==> config.mk <==
export PLATFORM = sky130hd
export DESIGN_NAME = stop_and_wait_arq_link
export DESIGN_NICKNAME = d
export VERILOG_FILES = /design/src/hdl/arq_pkg.sv /design/src/hdl/arq_ctrl.sv /design/src/hdl/arq_dp.sv /design/src/hdl/stop_and_wait_arq_link.sv
export SDC_FILE = /design/constraint.sdc
export NUM_CORES = 1
export LEC_CHECK = 0
export ABC_CLOCK_PERIOD_IN_PS = 3600
export BUFFER_PORTS_ARGS = -buffer_cell sky130_fd_sc_hd__buf_2
export CAP_MARGIN = 20
export CORE_AREA = 2 2 373 190
export CTS_CLUSTER_SIZE = 14
export DETAILED_ROUTE_END_ITERATION = 8
export DIE_AREA = 0 0 375 192
export GPL_TIMING_DRIVEN = 0
export SLEW_MARGIN = 0
export SYNTH_ARGS = -nofsm -noshare
export SYNTH_HDL_FRONTEND = slang
export SYNTH_HIERARCHICAL = 1
export SYNTH_SLANG_ARGS = --single-unit
==> constraint.sdc <==
create_clock -name clk -period 3.6 [get_ports clk]
set_input_delay 0.18 -clock clk [delete_from_list [all_inputs] [get_ports clk]]
set_output_delay 0.18 -clock clk [all_outputs]
set_load 0.005 [all_outputs]
==> src/hdl/arq_pkg.sv <==
// arq_pkg: shared types, codes and the CRC-16 helper for the stop-and-wait ARQ link.
// No dependencies; used by arq_ctrl, arq_dp and stop_and_wait_arq_link.
`default_nettype none

package arq_pkg;

    // defaults
    localparam int          FRAME_BYTES_DEF   = 32;
    localparam logic [5:0]  PAYLOAD_LIMIT_RST = 6'd32;
    localparam logic [15:0] TIMEOUT_RST       = 16'd1000;

    // CRC-16, poly 0x1021, init 0
    localparam logic [16:0] CRC_POLY  = 17'h11021;
    localparam logic [15:0] CRC_TOP   = 16'h8000;
    localparam logic [7:0]  BYTE_MASK = 8'hFF;

    // configuration register indexes
    localparam logic CFG_LIMIT   = 1'b0;
    localparam logic CFG_TIMEOUT = 1'b1;

    typedef enum logic [1:0] {
        OP_PAYLOAD = 2'd0,
        OP_LINE    = 2'd1,
        OP_TICK    = 2'd2,
        OP_NONE    = 2'd3
    } op_t;

    typedef enum logic [1:0] {
        KIND_TX      = 2'd0,
        KIND_DELIVER = 2'd1,
        KIND_EVENT   = 2'd2
    } kind_t;

    typedef enum logic [3:0] {
        EV_NONE      = 4'd0,
        EV_SENT      = 4'd1,
        EV_TIMEOUT   = 4'd2,
        EV_CRC       = 4'd3,
        EV_SEQ       = 4'd4,
        EV_ACK       = 4'd5,
        EV_DELIVERED = 4'd6,
        EV_BUSY      = 4'd7,
        EV_OVERFLOW  = 4'd8
    } event_t;

    typedef enum logic [3:0] {
        A_NONE,
        A_LATCH,
        A_PAY_HDR,
        A_PAY_DATA,
        A_PAY_CRCH,
        A_PAY_CRCL,
        A_IDX_CLR,
        A_EMIT_STORED,
        A_RX_STORE,
        A_RX_END,
        A_ACK_OK,
        A_EMIT_DLV,
        A_EMIT_ACK,
        A_TICK,
        A_EMIT_EVENT
    } action_t;

    typedef enum logic [4:0] {
        S_IDLE,
        S_DISPATCH,
        S_PAY_HDR,
        S_PAY_DATA,
        S_PAY_CHECK,
        S_PAY_CRCH,
        S_PAY_CRCL,
        S_SEND_CHK,
        S_SEND_RD,
        S_SEND_EMIT,
        S_RX_STORE,
        S_RX_END,
        S_ACK_OK,
        S_DLV_RD,
        S_DLV_EMIT,
        S_ACK_TX,
        S_TICK,
        S_EVENT
    } state_t;

    // controller -> datapath
    typedef struct packed {
        action_t action;
        logic    ev_load;
        event_t  ev;
    } cmd_t;

    // datapath -> controller
    typedef struct packed {
        op_t  op;
        logic end_mark;
        logic awaiting;
        logic build_active;
        logic pay_done;
        logic send_empty;
        logic send_last;
        logic rx_overflow;
        logic rx_bad;
        logic hdr_match;
        logic rx_has_payload;
        logic dlv_last;
        logic ack_last;
        logic tick_fire;
        logic out_free;
    } stat_t;

    // one byte through the CRC register, MSB first
    function automatic logic [15:0] crc_byte(input logic [15:0] crc_in, input logic [7:0] b);
        logic [15:0] c;
        c = crc_in ^ {b & BYTE_MASK, 8'h00};
        for (int i = 0; i < 8; i++)
        begin
            if ((c & CRC_TOP) != 16'h0000)
                c = 16'(({c, 1'b0}) ^ CRC_POLY);
            else
                c = {c[14:0], 1'b0};
        end
        return c;
    endfunction

endpackage

`default_nettype wire

==> src/hdl/arq_ctrl.sv <==
// arq_ctrl: sequencing state machine of the ARQ link.
// Depends on arq_pkg; drives arq_dp through cmd_t and reads stat_t.
`default_nettype none

module arq_ctrl (
    input  wire            clk,
    input  wire            rst_n,
    input  wire            in_valid,
    output logic           in_ready,
    input  arq_pkg::stat_t stat,
    output arq_pkg::cmd_t  cmd
);

    arq_pkg::state_t state_reg, state_next;

    // state register
    always_ff @(posedge clk or negedge rst_n)
    begin
        if (!rst_n)
            state_reg <= arq_pkg::S_IDLE;
        else
            state_reg <= state_next;
    end

    // next state
    always_comb
    begin
        state_next = state_reg;
        case (state_reg)
            arq_pkg::S_IDLE:
                if (in_valid) state_next = arq_pkg::S_DISPATCH;
            arq_pkg::S_DISPATCH:
                case (stat.op)
                    arq_pkg::OP_PAYLOAD:
                        if (stat.awaiting)          state_next = arq_pkg::S_EVENT;
                        else if (!stat.build_active) state_next = arq_pkg::S_PAY_HDR;
                        else                         state_next = arq_pkg::S_PAY_DATA;
                    arq_pkg::OP_LINE:
                        state_next = arq_pkg::S_RX_STORE;
                    arq_pkg::OP_TICK:
                        state_next = stat.awaiting ? arq_pkg::S_TICK : arq_pkg::S_IDLE;
                    default:
                        state_next = arq_pkg::S_IDLE;
                endcase
            arq_pkg::S_PAY_HDR:   state_next = arq_pkg::S_PAY_DATA;
            arq_pkg::S_PAY_DATA:  state_next = arq_pkg::S_PAY_CHECK;
            arq_pkg::S_PAY_CHECK:
                state_next = stat.pay_done ? arq_pkg::S_PAY_CRCH : arq_pkg::S_IDLE;
            arq_pkg::S_PAY_CRCH:  state_next = arq_pkg::S_PAY_CRCL;
            arq_pkg::S_PAY_CRCL:  state_next = arq_pkg::S_SEND_CHK;
            arq_pkg::S_SEND_CHK:
                state_next = stat.send_empty ? arq_pkg::S_EVENT : arq_pkg::S_SEND_RD;
            arq_pkg::S_SEND_RD:   state_next = arq_pkg::S_SEND_EMIT;
            arq_pkg::S_SEND_EMIT:
                if (stat.out_free)
                    state_next = stat.send_last ? arq_pkg::S_IDLE : arq_pkg::S_SEND_RD;
            arq_pkg::S_RX_STORE:
                state_next = stat.end_mark ? arq_pkg::S_RX_END : arq_pkg::S_IDLE;
            arq_pkg::S_RX_END:
                if (stat.rx_overflow || stat.rx_bad)
                    state_next = arq_pkg::S_EVENT;
                else if (!stat.hdr_match)
                    state_next = stat.awaiting ? arq_pkg::S_EVENT : arq_pkg::S_SEND_CHK;
                else if (stat.awaiting)
                    state_next = arq_pkg::S_ACK_OK;
                else
                    state_next = stat.rx_has_payload ? arq_pkg::S_DLV_RD : arq_pkg::S_ACK_TX;
            arq_pkg::S_ACK_OK:    state_next = arq_pkg::S_EVENT;
            arq_pkg::S_DLV_RD:    state_next = arq_pkg::S_DLV_EMIT;
            arq_pkg::S_DLV_EMIT:
                if (stat.out_free)
                    state_next = stat.dlv_last ? arq_pkg::S_ACK_TX : arq_pkg::S_DLV_RD;
            arq_pkg::S_ACK_TX:
                if (stat.out_free && stat.ack_last) state_next = arq_pkg::S_IDLE;
            arq_pkg::S_TICK:
                state_next = stat.tick_fire ? arq_pkg::S_SEND_CHK : arq_pkg::S_IDLE;
            arq_pkg::S_EVENT:
                if (stat.out_free) state_next = arq_pkg::S_IDLE;
            default:
                state_next = arq_pkg::S_IDLE;
        endcase
    end

    // outputs
    always_comb
    begin
        in_ready    = 1'b0;
        cmd.action  = arq_pkg::A_NONE;
        cmd.ev_load = 1'b0;
        cmd.ev      = arq_pkg::EV_NONE;
        case (state_reg)
            arq_pkg::S_IDLE:
            begin
                in_ready = 1'b1;
                if (in_valid) cmd.action = arq_pkg::A_LATCH;
            end
            arq_pkg::S_DISPATCH:
            begin
                cmd.ev_load = 1'b1;
                cmd.ev      = arq_pkg::EV_BUSY;
            end
            arq_pkg::S_PAY_HDR:  cmd.action = arq_pkg::A_PAY_HDR;
            arq_pkg::S_PAY_DATA: cmd.action = arq_pkg::A_PAY_DATA;
            arq_pkg::S_PAY_CRCH: cmd.action = arq_pkg::A_PAY_CRCH;
            arq_pkg::S_PAY_CRCL:
            begin
                cmd.action  = arq_pkg::A_PAY_CRCL;
                cmd.ev_load = 1'b1;
                cmd.ev      = arq_pkg::EV_SENT;
            end
            arq_pkg::S_SEND_CHK: cmd.action = arq_pkg::A_IDX_CLR;
            arq_pkg::S_SEND_EMIT:
                if (stat.out_free) cmd.action = arq_pkg::A_EMIT_STORED;
            arq_pkg::S_RX_STORE: cmd.action = arq_pkg::A_RX_STORE;
            arq_pkg::S_RX_END:
            begin
                cmd.action  = arq_pkg::A_RX_END;
                cmd.ev_load = 1'b1;
                if (stat.rx_overflow)    cmd.ev = arq_pkg::EV_OVERFLOW;
                else if (stat.rx_bad)    cmd.ev = arq_pkg::EV_CRC;
                else if (!stat.hdr_match) cmd.ev = arq_pkg::EV_SEQ;
                else if (stat.awaiting)  cmd.ev = arq_pkg::EV_ACK;
                else                     cmd.ev = arq_pkg::EV_DELIVERED;
            end
            arq_pkg::S_ACK_OK: cmd.action = arq_pkg::A_ACK_OK;
            arq_pkg::S_DLV_EMIT:
                if (stat.out_free) cmd.action = arq_pkg::A_EMIT_DLV;
            arq_pkg::S_ACK_TX:
                if (stat.out_free) cmd.action = arq_pkg::A_EMIT_ACK;
            arq_pkg::S_TICK:
            begin
                cmd.action  = arq_pkg::A_TICK;
                cmd.ev_load = 1'b1;
                cmd.ev      = arq_pkg::EV_TIMEOUT;
            end
            arq_pkg::S_EVENT:
                if (stat.out_free) cmd.action = arq_pkg::A_EMIT_EVENT;
            default: ;
        endcase
    end

endmodule

`default_nettype wire

==> src/hdl/arq_dp.sv <==
// arq_dp: datapath of the ARQ link: config, link state, frame memories, output register.
// Depends on arq_pkg; commanded by arq_ctrl.
`default_nettype none

module arq_dp #(
    parameter int FRAME_BYTES = arq_pkg::FRAME_BYTES_DEF
) (
    input  wire            clk,
    input  wire            rst_n,
    input  arq_pkg::cmd_t  cmd,
    output arq_pkg::stat_t stat,
    input  wire [1:0]      operation,
    input  wire [7:0]      data_byte,
    input  wire            end_mark,
    input  wire            cfg_we,
    input  wire            cfg_index,
    input  wire [15:0]     cfg_data,
    output logic           out_valid,
    input  wire            out_ready,
    output logic [1:0]     kind,
    output logic [7:0]     out_byte,
    output logic [3:0]     event_res,
    output logic           last
);

    localparam int CAP    = FRAME_BYTES + 3;
    localparam int CNT_W  = $clog2(CAP + 2);
    localparam int ADDR_W = $clog2(CAP);
    localparam logic [CNT_W-1:0] CAP_C   = CNT_W'(CAP);
    localparam logic [CNT_W-1:0] FB_C    = CNT_W'(FRAME_BYTES);
    localparam logic [6:0]       FB7     = 7'(FRAME_BYTES);

    // configuration
    logic [5:0]  limit_cfg_reg;
    logic [15:0] timeout_cfg_reg;

    // link state
    logic             seq_reg, awaiting_reg, active_reg, out_valid_reg;
    logic [15:0]      wait_reg, bcrc_reg, rx_crc_reg;
    logic [CNT_W-1:0] st_len_reg, rx_cnt_reg, rx_len_reg, idx_reg;
    logic [1:0]       ack_idx_reg;

    // payload registers
    logic [1:0]  op_reg;
    logic [7:0]  byte_reg, rx_hdr_reg, st_rd_reg, rx_rd_reg;
    logic        end_reg;
    arq_pkg::event_t ev_reg;
    logic [1:0]  kind_reg;
    logic [7:0]  out_byte_reg;
    logic [3:0]  event_reg;
    logic        last_reg;

    // memories
    logic [7:0] st_mem [CAP];
    logic [7:0] rx_mem [CAP];

    // derived values
    logic [15:0] crc_in_byte, rx_crc_new, ack_crc, tick_lim, wait_inc;
    logic [7:0]  seq_byte, ack_byte;
    logic [6:0]  lim7, cfg7;
    logic        out_free, send_last, ack_last, tick_fire, emit;
    logic        st_we;
    logic [ADDR_W-1:0] st_waddr;
    logic [7:0]  st_wdata;

    assign seq_byte    = {7'd0, seq_reg};
    assign crc_in_byte = arq_pkg::crc_byte(bcrc_reg, byte_reg);
    assign rx_crc_new  = arq_pkg::crc_byte(rx_crc_reg, byte_reg);
    assign ack_crc     = arq_pkg::crc_byte(16'h0000, seq_byte);
    assign out_free    = !out_valid_reg || out_ready;
    assign send_last   = (idx_reg == st_len_reg - CNT_W'(1));
    assign ack_last    = (ack_idx_reg == 2'd2);
    assign tick_lim    = (timeout_cfg_reg == 16'd0) ? 16'd1 : timeout_cfg_reg;
    assign wait_inc    = (wait_reg == 16'hFFFF) ? wait_reg : wait_reg + 16'd1;
    assign tick_fire   = (wait_inc >= tick_lim);

    // clamp payload limit to 1..FRAME_BYTES
    assign cfg7 = {1'b0, limit_cfg_reg};
    assign lim7 = (cfg7 == 7'd0) ? 7'd1 : ((cfg7 > FB7) ? FB7 : cfg7);

    // ACK frame bytes: sequence, CRC high, CRC low
    always_comb
    begin
        case (ack_idx_reg)
            2'd0:    ack_byte = seq_byte;
            2'd1:    ack_byte = ack_crc[15:8];
            default: ack_byte = ack_crc[7:0];
        endcase
    end

    // status to controller
    always_comb
    begin
        stat.op             = arq_pkg::op_t'(op_reg);
        stat.end_mark       = end_reg;
        stat.awaiting       = awaiting_reg;
        stat.build_active   = active_reg;
        stat.pay_done       = end_reg || !((7'(st_len_reg) - 7'd1) < lim7)
                              || (st_len_reg > FB_C);
        stat.send_empty     = active_reg || (st_len_reg == '0);
        stat.send_last      = send_last;
        stat.rx_overflow    = (rx_cnt_reg > CAP_C);
        stat.rx_bad         = (rx_cnt_reg < CNT_W'(3)) || (rx_crc_reg != 16'h0000);
        stat.hdr_match      = (rx_hdr_reg == seq_byte);
        stat.rx_has_payload = (rx_cnt_reg > CNT_W'(3));
        stat.dlv_last       = ((idx_reg + CNT_W'(3)) >= rx_len_reg);
        stat.ack_last       = ack_last;
        stat.tick_fire      = tick_fire;
        stat.out_free       = out_free;
    end

    // stored frame write port
    always_comb
    begin
        st_we    = 1'b0;
        st_waddr = st_len_reg[ADDR_W-1:0];
        st_wdata = byte_reg;
        case (cmd.action)
            arq_pkg::A_PAY_HDR:
            begin
                st_we    = 1'b1;
                st_waddr = '0;
                st_wdata = seq_byte;
            end
            arq_pkg::A_PAY_DATA: st_we = (st_len_reg <= FB_C);
            arq_pkg::A_PAY_CRCH:
            begin
                st_we    = 1'b1;
                st_wdata = bcrc_reg[15:8];
            end
            arq_pkg::A_PAY_CRCL:
            begin
                st_we    = 1'b1;
                st_wdata = bcrc_reg[7:0];
            end
            arq_pkg::A_EMIT_ACK:
            begin
                st_we    = 1'b1;
                st_waddr = ADDR_W'(ack_idx_reg);
                st_wdata = ack_byte;
            end
            default: ;
        endcase
    end

    // memories, registered reads
    always_ff @(posedge clk)
    begin
        if (st_we)
            st_mem[st_waddr] <= st_wdata;
        if (cmd.action == arq_pkg::A_RX_STORE && rx_cnt_reg < CAP_C)
            rx_mem[rx_cnt_reg[ADDR_W-1:0]] <= byte_reg;
        st_rd_reg <= st_mem[idx_reg[ADDR_W-1:0]];
        rx_rd_reg <= rx_mem[idx_reg[ADDR_W-1:0]];
    end

    // input capture, header byte, event code
    always_ff @(posedge clk)
    begin
        if (cmd.action == arq_pkg::A_LATCH)
        begin
            op_reg   <= operation;
            byte_reg <= data_byte;
            end_reg  <= end_mark;
        end
        if (cmd.action == arq_pkg::A_RX_STORE && rx_cnt_reg == '0)
            rx_hdr_reg <= byte_reg;
        if (cmd.ev_load)
            ev_reg <= cmd.ev;
    end

    // configuration writes
    always_ff @(posedge clk or negedge rst_n)
    begin
        if (!rst_n)
        begin
            limit_cfg_reg   <= arq_pkg::PAYLOAD_LIMIT_RST;
            timeout_cfg_reg <= arq_pkg::TIMEOUT_RST;
        end
        else if (cfg_we)
        begin
            case (cfg_index)
                arq_pkg::CFG_LIMIT:   limit_cfg_reg   <= cfg_data[5:0];
                arq_pkg::CFG_TIMEOUT: timeout_cfg_reg <= cfg_data;
                default: ;
            endcase
        end
    end

    // link state updates
    always_ff @(posedge clk or negedge rst_n)
    begin
        if (!rst_n)
        begin
            seq_reg      <= 1'b0;
            awaiting_reg <= 1'b0;
            active_reg   <= 1'b0;
            wait_reg     <= '0;
            bcrc_reg     <= '0;
            rx_crc_reg   <= '0;
            st_len_reg   <= '0;
            rx_cnt_reg   <= '0;
            rx_len_reg   <= '0;
            idx_reg      <= '0;
            ack_idx_reg  <= '0;
        end
        else
        begin
            case (cmd.action)
                arq_pkg::A_PAY_HDR:
                begin
                    bcrc_reg   <= ack_crc;
                    st_len_reg <= CNT_W'(1);
                    active_reg <= 1'b1;
                end
                arq_pkg::A_PAY_DATA:
                    if (st_len_reg <= FB_C)
                    begin
                        bcrc_reg   <= crc_in_byte;
                        st_len_reg <= st_len_reg + CNT_W'(1);
                    end
                arq_pkg::A_PAY_CRCH:
                    st_len_reg <= st_len_reg + CNT_W'(1);
                arq_pkg::A_PAY_CRCL:
                begin
                    st_len_reg   <= st_len_reg + CNT_W'(1);
                    active_reg   <= 1'b0;
                    bcrc_reg     <= '0;
                    awaiting_reg <= 1'b1;
                    wait_reg     <= '0;
                end
                arq_pkg::A_IDX_CLR:
                    idx_reg <= '0;
                arq_pkg::A_EMIT_STORED, arq_pkg::A_EMIT_DLV:
                    idx_reg <= idx_reg + CNT_W'(1);
                arq_pkg::A_RX_STORE:
                begin
                    rx_crc_reg <= rx_crc_new;
                    if (rx_cnt_reg < CAP_C)
                        rx_cnt_reg <= rx_cnt_reg + CNT_W'(1);
                    else
                        rx_cnt_reg <= CAP_C + CNT_W'(1);
                end
                arq_pkg::A_RX_END:
                begin
                    rx_len_reg  <= rx_cnt_reg;
                    rx_cnt_reg  <= '0;
                    rx_crc_reg  <= '0;
                    idx_reg     <= CNT_W'(1);
                    ack_idx_reg <= '0;
                end
                arq_pkg::A_ACK_OK:
                begin
                    awaiting_reg <= 1'b0;
                    wait_reg     <= '0;
                    seq_reg      <= ~seq_reg;
                end
                arq_pkg::A_EMIT_ACK:
                begin
                    ack_idx_reg <= ack_idx_reg + 2'd1;
                    if (ack_last)
                    begin
                        st_len_reg <= CNT_W'(3);
                        active_reg <= 1'b0;
                        bcrc_reg   <= '0;
                        seq_reg    <= ~seq_reg;
                    end
                end
                arq_pkg::A_TICK:
                    wait_reg <= tick_fire ? 16'd0 : wait_inc;
                default: ;
            endcase
        end
    end

    // output register
    always_comb
    begin
        emit = (cmd.action == arq_pkg::A_EMIT_STORED) || (cmd.action == arq_pkg::A_EMIT_DLV)
            || (cmd.action == arq_pkg::A_EMIT_ACK) || (cmd.action == arq_pkg::A_EMIT_EVENT);
    end

    always_ff @(posedge clk or negedge rst_n)
    begin
        if (!rst_n)
            out_valid_reg <= 1'b0;
        else if (emit)
            out_valid_reg <= 1'b1;
        else if (out_ready)
            out_valid_reg <= 1'b0;
    end

    always_ff @(posedge clk)
    begin
        case (cmd.action)
            arq_pkg::A_EMIT_STORED:
            begin
                kind_reg     <= arq_pkg::KIND_TX;
                out_byte_reg <= st_rd_reg;
                last_reg     <= send_last;
                event_reg    <= send_last ? ev_reg : arq_pkg::EV_NONE;
            end
            arq_pkg::A_EMIT_DLV:
            begin
                kind_reg     <= arq_pkg::KIND_DELIVER;
                out_byte_reg <= rx_rd_reg;
                last_reg     <= 1'b0;
                event_reg    <= arq_pkg::EV_NONE;
            end
            arq_pkg::A_EMIT_ACK:
            begin
                kind_reg     <= arq_pkg::KIND_TX;
                out_byte_reg <= ack_byte;
                last_reg     <= ack_last;
                event_reg    <= ack_last ? ev_reg : arq_pkg::EV_NONE;
            end
            arq_pkg::A_EMIT_EVENT:
            begin
                kind_reg     <= arq_pkg::KIND_EVENT;
                out_byte_reg <= 8'h00;
                last_reg     <= 1'b1;
                event_reg    <= ev_reg;
            end
            default: ;
        endcase
    end

    assign out_valid = out_valid_reg;
    assign kind      = kind_reg;
    assign out_byte  = out_byte_reg;
    assign event_res = event_reg;
    assign last      = last_reg;

endmodule

`default_nettype wire

==> src/hdl/stop_and_wait_arq_link.sv <==
// Stop-and-wait ARQ link, top level: one item at a time.
// Each input transfer is taken only in the idle state; stored, delivered and ACK bytes and
// event-only results leave through one output register, and output stalls hold the link.
// Reset (rst_n, async) clears sequence, ACK wait, counters and config to defaults;
// frame memories are not cleared and need no clearing pass.
`default_nettype none

module stop_and_wait_arq_link #(
    parameter int FRAME_BYTES = arq_pkg::FRAME_BYTES_DEF
) (
    input  wire        clk,
    input  wire        rst_n,
    input  wire        in_valid,
    output logic       in_ready,
    input  wire [1:0]  operation,
    input  wire [7:0]  data_byte,
    input  wire        end_mark,
    output logic       out_valid,
    input  wire        out_ready,
    output logic [1:0] kind,
    output logic [7:0] out_byte,
    output logic [3:0] event_res,
    output logic       last,
    input  wire        cfg_we,
    input  wire        cfg_index,
    input  wire [15:0] cfg_data
);

    arq_pkg::cmd_t  cmd;
    arq_pkg::stat_t stat;

    // sequencer
    arq_ctrl u_ctrl (
        .clk      (clk),
        .rst_n    (rst_n),
        .in_valid (in_valid),
        .in_ready (in_ready),
        .stat     (stat),
        .cmd      (cmd)
    );

    // datapath
    arq_dp #(
        .FRAME_BYTES (FRAME_BYTES)
    ) u_dp (
        .clk       (clk),
        .rst_n     (rst_n),
        .cmd       (cmd),
        .stat      (stat),
        .operation (operation),
        .data_byte (data_byte),
        .end_mark  (end_mark),
        .cfg_we    (cfg_we),
        .cfg_index (cfg_index),
        .cfg_data  (cfg_data),
        .out_valid (out_valid),
        .out_ready (out_ready),
        .kind      (kind),
        .out_byte  (out_byte),
        .event_res (event_res),
        .last      (last)
    );

endmodule

`default_nettype wire

Word level (Yosys, flattened, before mapping)
Memory sizes are Yosys's and may differ from the RTL's. A register that Yosys moved wholly into a read port is not among the register bits.
Index checks and enable logic that the tools add are counted.
{"block": "totals", "romBits": 0, "memories": 2, "ff_bits": 143, "in_bits": 33, "latchBits": 0, "ramBits": 560}
{"block": "classes", "n_eq_ne": 45, "magnitude_cmp": 10, "shifts": 0, "n_div": 0, "reduce_logical": 46, "add_sub_neg": 8, "bitwise_logic": 21, "multipliers": 0, "mux": 88}
{"memory": "u_dp.rx_mem", "depth": 35, "word_bits": 8, "rd": 1, "rd_ports_with_merged_regs": 1, "wr": 1, "line_no": "arq_dp.sv:55", "source": "logic [7:0] rx_mem [CAP];"}
{"memory": "u_dp.st_mem", "depth": 35, "word_bits": 8, "rd": 1, "rd_ports_with_merged_regs": 1, "wr": 1, "line_no": "arq_dp.sv:54", "source": "logic [7:0] st_mem [CAP];"}
{"cell": "$mux W13", "count": 17}
{"cell": "$pmux W5 S18", "count": 1}
{"cell": "$mux W16", "count": 5}
{"cell": "$pmux W16 S2", "count": 2}
{"cell": "$pmux W16 S4", "count": 1}
{"cell": "$pmux W8 S4", "count": 2}
{"cell": "$mux W5", "count": 12}
{"cell": "$pmux W4 S14", "count": 1}
{"cell": "$not A3 Y3", "count": 16}
{"cell": "$eq A5 B4 Y1 const B", "count": 8}
{"cell": "$mux W4", "count": 9}
{"cell": "$xor A16 B16 Y16", "count": 2}
{"cell": "$eq A4 B4 Y1 const B", "count": 7}
{"cell": "$mux W6", "count": 4}
{"cell": "$pmux W6 S2", "count": 2}
{"cell": "$pmux W6 S4", "count": 1}
{"cell": "$eq A5 B3 Y1 const B", "count": 4}
{"cell": "$pmux W5 S4", "count": 1}
{"cell": "$add A6 B1 Y6 const B", "count": 3}
{"cell": "$gt A6 B6 Y1 const B", "count": 3}
{"cell": "$pmux W6 S3", "count": 1}
{"cell": "$add A16 B1 Y16 const B", "count": 1}
{"cell": "$eq A16 B16 Y1 const B", "count": 1}
{"cell": "$eq A4 B3 Y1 const B", "count": 4}
{"cell": "other kinds (53)", "count": 110}

Logic depth before layout (Yosys ltp)
Gate-level depths: netlist of run 1.
{"block": "logic_depth", "depth_word": 19, "mapped_depth": 18}

Cells and area by module
The synthesis of run 1 kept the hierarchy.
{"module": "arq_dp", "n_inst": 1, "seq_area_each_um2": 20788.7, "cells_each": 1779, "area_per_inst_um2": 29747.3}
{"module": "arq_ctrl", "n_inst": 1, "seq_area_each_um2": 125.1, "cells_each": 133, "area_per_inst_um2": 924.6}

Least setup slack after synthesis of run 1
No wires, ideal clock.
{"block": "synth_path", "kind": "reg-to-reg", "from": "register u_dp.wait_reg[0]", "to": "register u_ctrl.state_reg[1]", "stages_incl_launch_ff": 19, "slack_ns": -0.099, "t_arrival_ns": 3.568, "synth_period_minus_slack_ns": 3.699, "path_cell_list": "dfrtp_1 > ha_1 > inv_1 > nor4_4 > nand2_1 > and3_1 > nor2_1 > ha_1 > o21ai_0 > o21ai_0 > a221o_1 > a31oi_2 > buf_2 > inv_1 > buf_4 > nand4_1 > o21ai_0 > a2111oi_0 > o21ai_1"}
{"block": "synth_via", "elab_chain_cells": 5, "word_cells_on_any_way": 6, "cone_classes": "1 x add/sub; 1 x order compare; 1 x eq/ne; 3 x mux"}
{"element": "start: declaration", "line_no": "arq_dp.sv:39", "source": "logic [15:0] wait_reg, bcrc_reg, rx_crc_reg;"}
{"element": "start signal: assignment", "line_no": "arq_dp.sv:270", "source": "wait_reg <= tick_fire ? 16'd0 : wait_inc;"}
{"element": "$add A16 B1 Y16 or $eq A16 B16 Y1 (tied branches)", "line_no": "arq_dp.sv:74", "source": "assign wait_inc = (wait_reg == 16'hFFFF) ? wait_reg : wait_reg + 16'd1;"}
{"element": "$mux W16 (*)", "line_no": "arq_dp.sv:74"}
{"element": "$ge A16 B16 Y1 (*)", "line_no": "arq_dp.sv:75", "source": "assign tick_fire = (wait_inc >= tick_lim);"}
{"element": "via u_dp.tick_fire", "line_no": "arq_dp.sv:61", "source": "logic out_free, send_last, ack_last, tick_fire, emit;"}
{"element": "$mux W3 (*)", "line_no": "arq_ctrl.sv:76", "source": "state_next = stat.tick_fire ? arq_pkg::S_SEND_CHK : arq_pkg::S_IDLE;"}
{"element": "$pmux W5 S18 (*)", "line_no": "arq_ctrl.sv:29", "source": "case (state_reg)"}
{"element": "end signal: assignment", "line_no": "arq_ctrl.sv:20", "source": "state_reg <= arq_pkg::S_IDLE;"}
{"element": "end signal: assignment", "line_no": "arq_ctrl.sv:22", "source": "state_reg <= state_next;"}
{"element": "end: declaration", "line_no": "arq_ctrl.sv:14", "source": "arq_pkg::state_t state_reg, state_next;"}
The timed path passes the listed nets; every way through them passes the cells marked *.
A chain may end at the register's enable or synchronous reset.

==> flow_summary_export.csv, run 1 <==
group,metric,value,unit
status,status,"finished, final reports clean",
clock_tree,cts.sinks,719,
timing,fin_skew,38.34,ps
clock_tree,insertion_delay,630,ps
route,wl_per_cell,25.17,um
synthesis,ys_seq_area_share,68.19,%
floorplan,die_y,192,um
critical_path,cp.arrival,4000,ps
pwr,ir_drop,0.4919,mV
timing,slew_headroom,26.23,%
pwr,clockPowerShare,23.0,%
critical_path,start_kind,"flip-flop",
route,avgViaCountPerCell,5.839,
floorplan,ios,50,
min_path,min_path_type,"primary input to flip-flop",
synthesis,synth_enable_flop_cells,598,
pwr,p_leak,12.81,nW
synthesis,synth_nets,1982,
grt,grt_max_degree,89,
pwr,cellPowerDensity,819.6,mW/mm^2
pwr,p_sw,0.01074,W
clock_tree,htree_levels,3,
timing,rsz0062_at_grt,"yes",
finish,fill_cells,5382,
clock_tree,clk_path_buf_depth,3,
floorplan,die_area,0.07200,mm^2
synthesis,syn_avg_cell_area,16.04,um^2
critical_path,rrSetupSlack,80,ps
finish,multiInputGateArea,0.01008,mm^2
finish,ff_latch_area,0.02092,mm^2
pwr,combinationalPowerShare,37.8,%
synthesis,syn-instance-count,1912,
finish,nNetsFinal,2243,
floorplan,core,0.06849,mm^2
grt,antenna_found_initial,0,
synthesis,synth_area,0.03067,mm^2
route,drt-pass1-iter-count,6,
timing,finalSetupTns,0,ps
route,antenna_left,0,
pwr,p_total,0.03059,W
timing,finalSetupViolCount,0,
grt,track_usage,22.07,%
floorplan,fp.dieW,375,um
grt,grt_pass1_vias,18126,
synthesis,synth_top_flop_cell,"edfxtp_1",
finish,drive_gt1_share,29.70,%
clock_tree,cts_tree,"yes",
critical_path,critical_path_class,"flip-flop to flip-flop",
route,wirelength,78760,um
grt,grt_pass1_wl,116700,um
floorplan,fp-row-count,68,
pwr,internal_power,0.01986,W
timing,finalMaxSlewViolations,0,
place,gp_congestion,0.8872,
floorplan,floorplan.initialDensity,44.78,%
critical_path,crit_required,4080,ps
finish,n_antenna_cell,0,
critical_path,end_kind,"flip-flop",
grt,gr-total-overflow,0,
timing,worstMarginPinSlew,1103,ps
route,drc_errors,0,
timing,fmax,284.1,MHz
route,vias,18269,
finish,area_growth,21.69,%
clock_tree,clk_pin_slew,70,ps
synthesis,synth-seq-cells,719,
pwr,p_seq_share,39.2,%
clock_tree,clock-root-buffer,"clkbuf_16",
timing,period_minus_slack,3520,ps
synthesis,yosys_warnings,6,
pwr,p_sw_share,35.10,%
synthesis,yosysUniqueCellTypes,84,
timing,min_period_over_period,97.78,%
timing,hold_viol,0,
run,maxCapViolCount,0,
route,drtIter0Drc,1824,
clock_tree,cts_inserted_buffers,68,
place,place_hpwl,52150,um
place,portBuffers,49,
synthesis,async_reset_ff_share,14.60,%
critical_path,worstPathMaxFanout,3,
## synth_stat cells, drive strengths merged (20+ instances only)
| master | count | share of area [%] |
|---|---|---|
| clkbuf | 49 | 0.60 |
| nand2 | 115 | 1.4 |
| o21ai | 63 | 1.0 |
| a22o | 35 | 1.0 |
| edfxtp | 598 | 59 |
| dfrtp | 98 | 8.0 |
| xor2 | 37 | 1.1 |
| a21oi | 40 | 0.65 |
| nand3 | 21 | 0.36 |
| a31oi | 35 | 0.78 |
| mux2 | 24 | 0.89 |
| nor3 | 23 | 0.39 |
| xnor2 | 42 | 1.2 |
| nand2b | 20 | 0.42 |
| buf | 57 | 1.1 |
| nor2 | 128 | 1.6 |
| a221oi | 36 | 1.0 |
| ha | 37 | 1.5 |
| mux4 | 128 | 9.4 |
| inv | 57 | 0.70 |
| mux2i | 52 | 1.7 |
## metrics by stage
stage / cell area (um^2) / util (%) / setup WS, ps / hold WS [ps] / cells
2_1_floorplan: 30690 / - / 19.46 / -115.6 / 1912
3_3_place_gp: 32070 / 46.83 / -1481 / 356.9 / 2871
3_5_place_dp: 32480 / 47.43 / -1351 / 32.57 / 2887
4_1_cts: 36680 / 53.55 / -111.7 / 61.42 / 3100
5_1_grt: 37330 / 54.50 / -88.76 / 117.5 / 3129
6_report: 37330 / 54.50 / 79.94 / 97.22 / 3129
## final timing paths
kind | startpoint | endpoint | cells past startpoint
worst min-delay path | in_valid | u_ctrl/state_reg[3] | 4
worst min register to register | u_dp/timeout_cfg_reg[0] | u_dp/timeout_cfg_reg[0] | 1
max in group asynchronous | rst_n | u_dp/rx_crc_reg[10] | 3
worst max register to register | u_dp/wait_reg[1] | u_ctrl/state_reg[0] | 18
worst max-delay path | u_dp/wait_reg[1] | u_ctrl/state_reg[0] | 18
min in group asynchronous | rst_n | u_ctrl/state_reg[3] | 3
## kinds of logic after synthesis
| logic type | count (synthesis) | synth area share, % |
|---|---|---|
| AND/OR/NAND/NOR | 404 | 6.458 |
| buffers and inverters | 164 | 2.443 |
| AO/OA/AOI/OAI | 305 | 7.159 |
| XOR/XNOR | 79 | 2.256 |
| multiplexers | 204 | 11.99 |
| flip-flops | 719 | 68.19 |
| adder cells (fa/ha/maj) | 37 | 1.509 |
## routing by layer
metal | wire length, um | global-route usage [%] | up-vias
met5 | 0 | 0 | -
met4 | 1813 | 5.924 | 0
met3 | 6374 | 4.414 | 122
met2 | 36630 | 34.73 | 694
met1 | 33940 | 31.51 | 9412
li1 | - | - | 8041
## power groups by stage
stage	sequential, W	combinational, W	clock (W)
2_1_floorplan	0.0120	0.00573	0
3_3_place_gp	0.0125	0.00837	0
3_5_place_dp	0.0122	0.00934	0
4_1_cts	0.0120	0.0107	0.00717
5_1_grt	0.0121	0.0123	0.00750
6_report	0.0120	0.0116	0.00703
## area by class of cell
type,count,share of cell area (%)
plain buffers,102,1.512
clock buffers,87,4.914
clock inverters,29,0.8447
inverters,58,0.6268
multi-input cells,1029,27.00
flip-flops and latches,719,56.04
well taps,910,3.050
repair buffers,192,5.950
repair inverters,3,0.06034
## cell usage in the layout (no fill, tap or decap), types with 10 or more instances in the layout
master,count
a221oi_1,36
clkbuf_1,51
dfxtp_1,16
nor3_1,15
buf_12,43
dfrtp_1,94
nor2b_1,12
nand2_2,10
edfxtp_1,598
nor2_4,72
nand2b_1,18
mux2_2,23
inv_1,48
buf_4,71
nor4_1,11
mux2i_1,52
nand3b_1,10
a22o_1,35
dlygate4sd3_1,30
nand2_1,101
buf_6,12
xor2_1,37
ha_1,33
clkinv_1,11
clkbuf_16,69
o21ai_0,48
xnor2_1,39
buf_16,13
a21oi_1,35
o211a_1,16
nand3_1,10
a31oi_1,33
buf_2,73
nor2_1,48
mux4_2,128
## timing repair
item	in CTS	in global routing
cloned	3	0
gates resized for setup	232	82
pin swaps	58	47
endpoints found under the setup margin	895	872
hold buffers	30	0
buffers inserted	67	30
endpoints found under the hold margin	132	0
## critical path, cell delays in order, from the launching register on
cell      delay (ps)
dfrtp_1          410
ha_4             170
inv_4             40
nor4_4           320
buf_4            180
and3_4           180
nand3_2           50
o21a_1           120
ha_2             200
a211oi_2         210
o21ai_1          110
a221o_1          340
a31oi_4          210
buf_6            160
inv_4             40
nand4_1          110
o21ai_2           90
nand4b_1         170
mux2_4           260
(Power assumes the default switching activity.)
==> run 2, diff against run 1 <==
- CORE_AREA: 2 2 373 190 -> 2 2 395 201
- CTS_BUF_LIST: unset -> sky130_fd_sc_hd__clkbuf_4 sky130_fd_sc_hd__clkbuf_8
- DIE_AREA: 0 0 375 192 -> 0 0 397 203
==> run 2 against run 1 <==
Fmax fell by 1.3%. Combinational power barely moved. Utilization fell by 5.6 points. Global-route usage fell by 2.6 points. Sequential power barely moved. Sequential cell count did not move. Clock power fell by 2%. Setup slack got worse by 45 ps. Die area rose by 12%. Via count rose by 0.59%. Critical endpoint is now u_dp/rx_mem[16][5].
==> flow_summary_export.csv, run 2 (same netlist as run 1, synthesis figures left out) <==
group,metric,value,unit
status,status,"finished, final reports clean",
run,maxCapViolCount,0,
critical_path,cp.arrival,3940,ps
timing,fin_skew,41.19,ps
clock_tree,htree_levels,3,
timing,worstMarginPinSlew,1121,ps
floorplan,fp.dieW,397,um
route,drc_errors,0,
floorplan,floorplan.initialDensity,39.91,%
grt,grt_pass1_wl,116500,um
finish,drive_gt1_share,32.13,%
finish,n_antenna_cell,0,
clock_tree,clock-root-buffer,"clkbuf_8",
route,drtIter0Drc,1612,
critical_path,end_kind,"flip-flop",
route,antenna_left,0,
place,place_hpwl,52150,um
route,wirelength,78650,um
critical_path,worstPathMaxFanout,10,
critical_path,rrSetupSlack,30,ps
finish,final_common_cell,"edfxtp_1",
finish,final_cell_mix,"598 x edfxtp_1, 128 x mux4_2, 121 x clkbuf_8",
pwr,ir_drop,0.5068,mV
pwr,p_leak,12.95,nW
critical_path,r2r-end,"u_dp/rx_mem[16][5]",
timing,rsz0062_at_grt,"yes",
finish,stdcell_area,0.03756,mm^2
clock_tree,insertion_delay,730,ps
timing,finalSetupTns,0,ps
grt,antenna_found_initial,0,
critical_path,crit_required,3980,ps
clock_tree,clk_pin_slew,60,ps
clock_tree,cts_tree,"yes",
place,gp_congestion,0.9019,
route,avgViaCountPerCell,5.514,
route,drt-pass1-iter-count,5,
critical_path,r2r_cells,11,
grt,grt_pass1_vias,18362,
route,wl_per_cell,23.60,um
critical_path,start_kind,"flip-flop",
route,vias,18377,
place,portBuffers,49,
finish,nNetsFinal,2274,
finish,post-route-util,48.88,%
min_path,min_path_type,"primary input to async pin",
grt,gr-total-overflow,0,
timing,finalSetupViolCount,0,
clock_tree,cts.sinks,719,
critical_path,crit_path_start,"u_ctrl/state_reg[3]",
place,dp.cells,3015,
critical_path,critical_path_class,"flip-flop to flip-flop",
floorplan,fp-row-count,72,
timing,period_minus_slack,3565,ps
timing,slew_headroom,25.02,%
place,placed_area,0.03270,mm^2
timing,hold_viol,0,
grt,grt_max_degree,91,
critical_path,worstReg2RegStart,"u_ctrl/state_reg[3]",
pwr,p_total,0.03041,W
floorplan,die_y,203,um
clock_tree,clk_path_buf_depth,3,
floorplan,core,0.07684,mm^2
grt,track_usage,19.49,%
timing,min_period_over_period,99.04,%
pwr,cellPowerDensity,809.5,mW/mm^2
floorplan,ios,50,
finish,layoutNonFillerInstCount,3333,
finish,area_growth,22.47,%
timing,fmax,280.5,MHz
floorplan,die_area,0.08059,mm^2
clock_tree,cts_inserted_buffers,107,
timing,finalMaxSlewViolations,0,
[run 2: changes by cell type in the layout (fill, tap and decap cells not counted), moves of 9 or more]
cell / delta
clkbuf_8: +117
clkinv_2: +16
buf_4: -9
clkbuf_1: -15
clkbuf_4: +31
clkinv_1: +11
clkbuf_16: -69
[run 2: power by group]
| part | internal, W | leakage (nW) | switching (W) |
|---|---|---|---|
| sequential | 0.0113 | 6.87 | 0.000665 |
| combinational | 0.00461 | 4.90 | 0.00692 |
| clock | 0.00363 | 1.19 | 0.00324 |
| total | 0.0196 | 13.0 | 0.0108 |
[run 2: layer usage]
layer	share of wire [%]	up-vias	global-route usage [%]
met5	0	-	0
met4	2.3	0	5.174
met3	7.9	138	4.727
met2	47	680	31.23
met1	42	9428	26.67
li1	-	8131	-
[run 2: worst max-delay path: stages, from the launching register on]
cell,delay (ps)
dfrtp_1,430
buf_6,170
nor2_1,240
nand2_1,190
a211o_1,360
o21ai_2,210
nand2b_1,150
nor3_2,220
clkbuf_4,280
and3_2,340
nand2_2,280
nor2_4,340
[run 2: area by class of cell]
type	count	area (um^2)
Inverter	58	231.5
Buffer	99	558.0
Timing Repair Buffer	188	2167
Clock inverter	52	347.8
Fill cell	6410	39280
Timing Repair inverter	2	15.01
Tap cell	1036	1296
Sequential cell	719	20920
Multi-Input combinational cell	1029	10150
Clock buffer	150	1883
[run 2: worst max-delay path by stage]
| stage | cells after the start | slack [ps] | to |
|---|---|---|---|
| floorplan | 17 | 20 | u_ctrl/state_reg[1] |
| global placement | 9 | -1380 | u_dp/st_mem[20][0] |
| detailed placement | 10 | -1210 | u_dp/st_mem[24][7] |
| CTS | 19 | -10 | u_ctrl/state_reg[1] |
| global route | 14 | -60 | u_dp/st_mem[9][7] |
| finish | 11 | 30 | u_dp/rx_mem[16][5] |
[run 2: stage by stage]
| stage | hold WS, ps | setup slack, ps |
|---|---|---|
| final | 66.63 | 34.71 |
| after detailed placement | 25.57 | -1210 |
| after global placement | 357.6 | -1381 |
| after global routing | 89.11 | -63.93 |
| after CTS | 55.79 | -9.892 |
| after floorplan | -115.6 | 19.46 |
[run 2: timing repair]
item | CTS | global route
setup endpoints to repair | 891 | 816
hold endpoints to repair | 143 | 0
pin swaps | 30 | 52
setup buffers | 40 | 45
gates resized for setup | 230 | 95
hold buffers | 36 | 0
cloned | 2 | 0
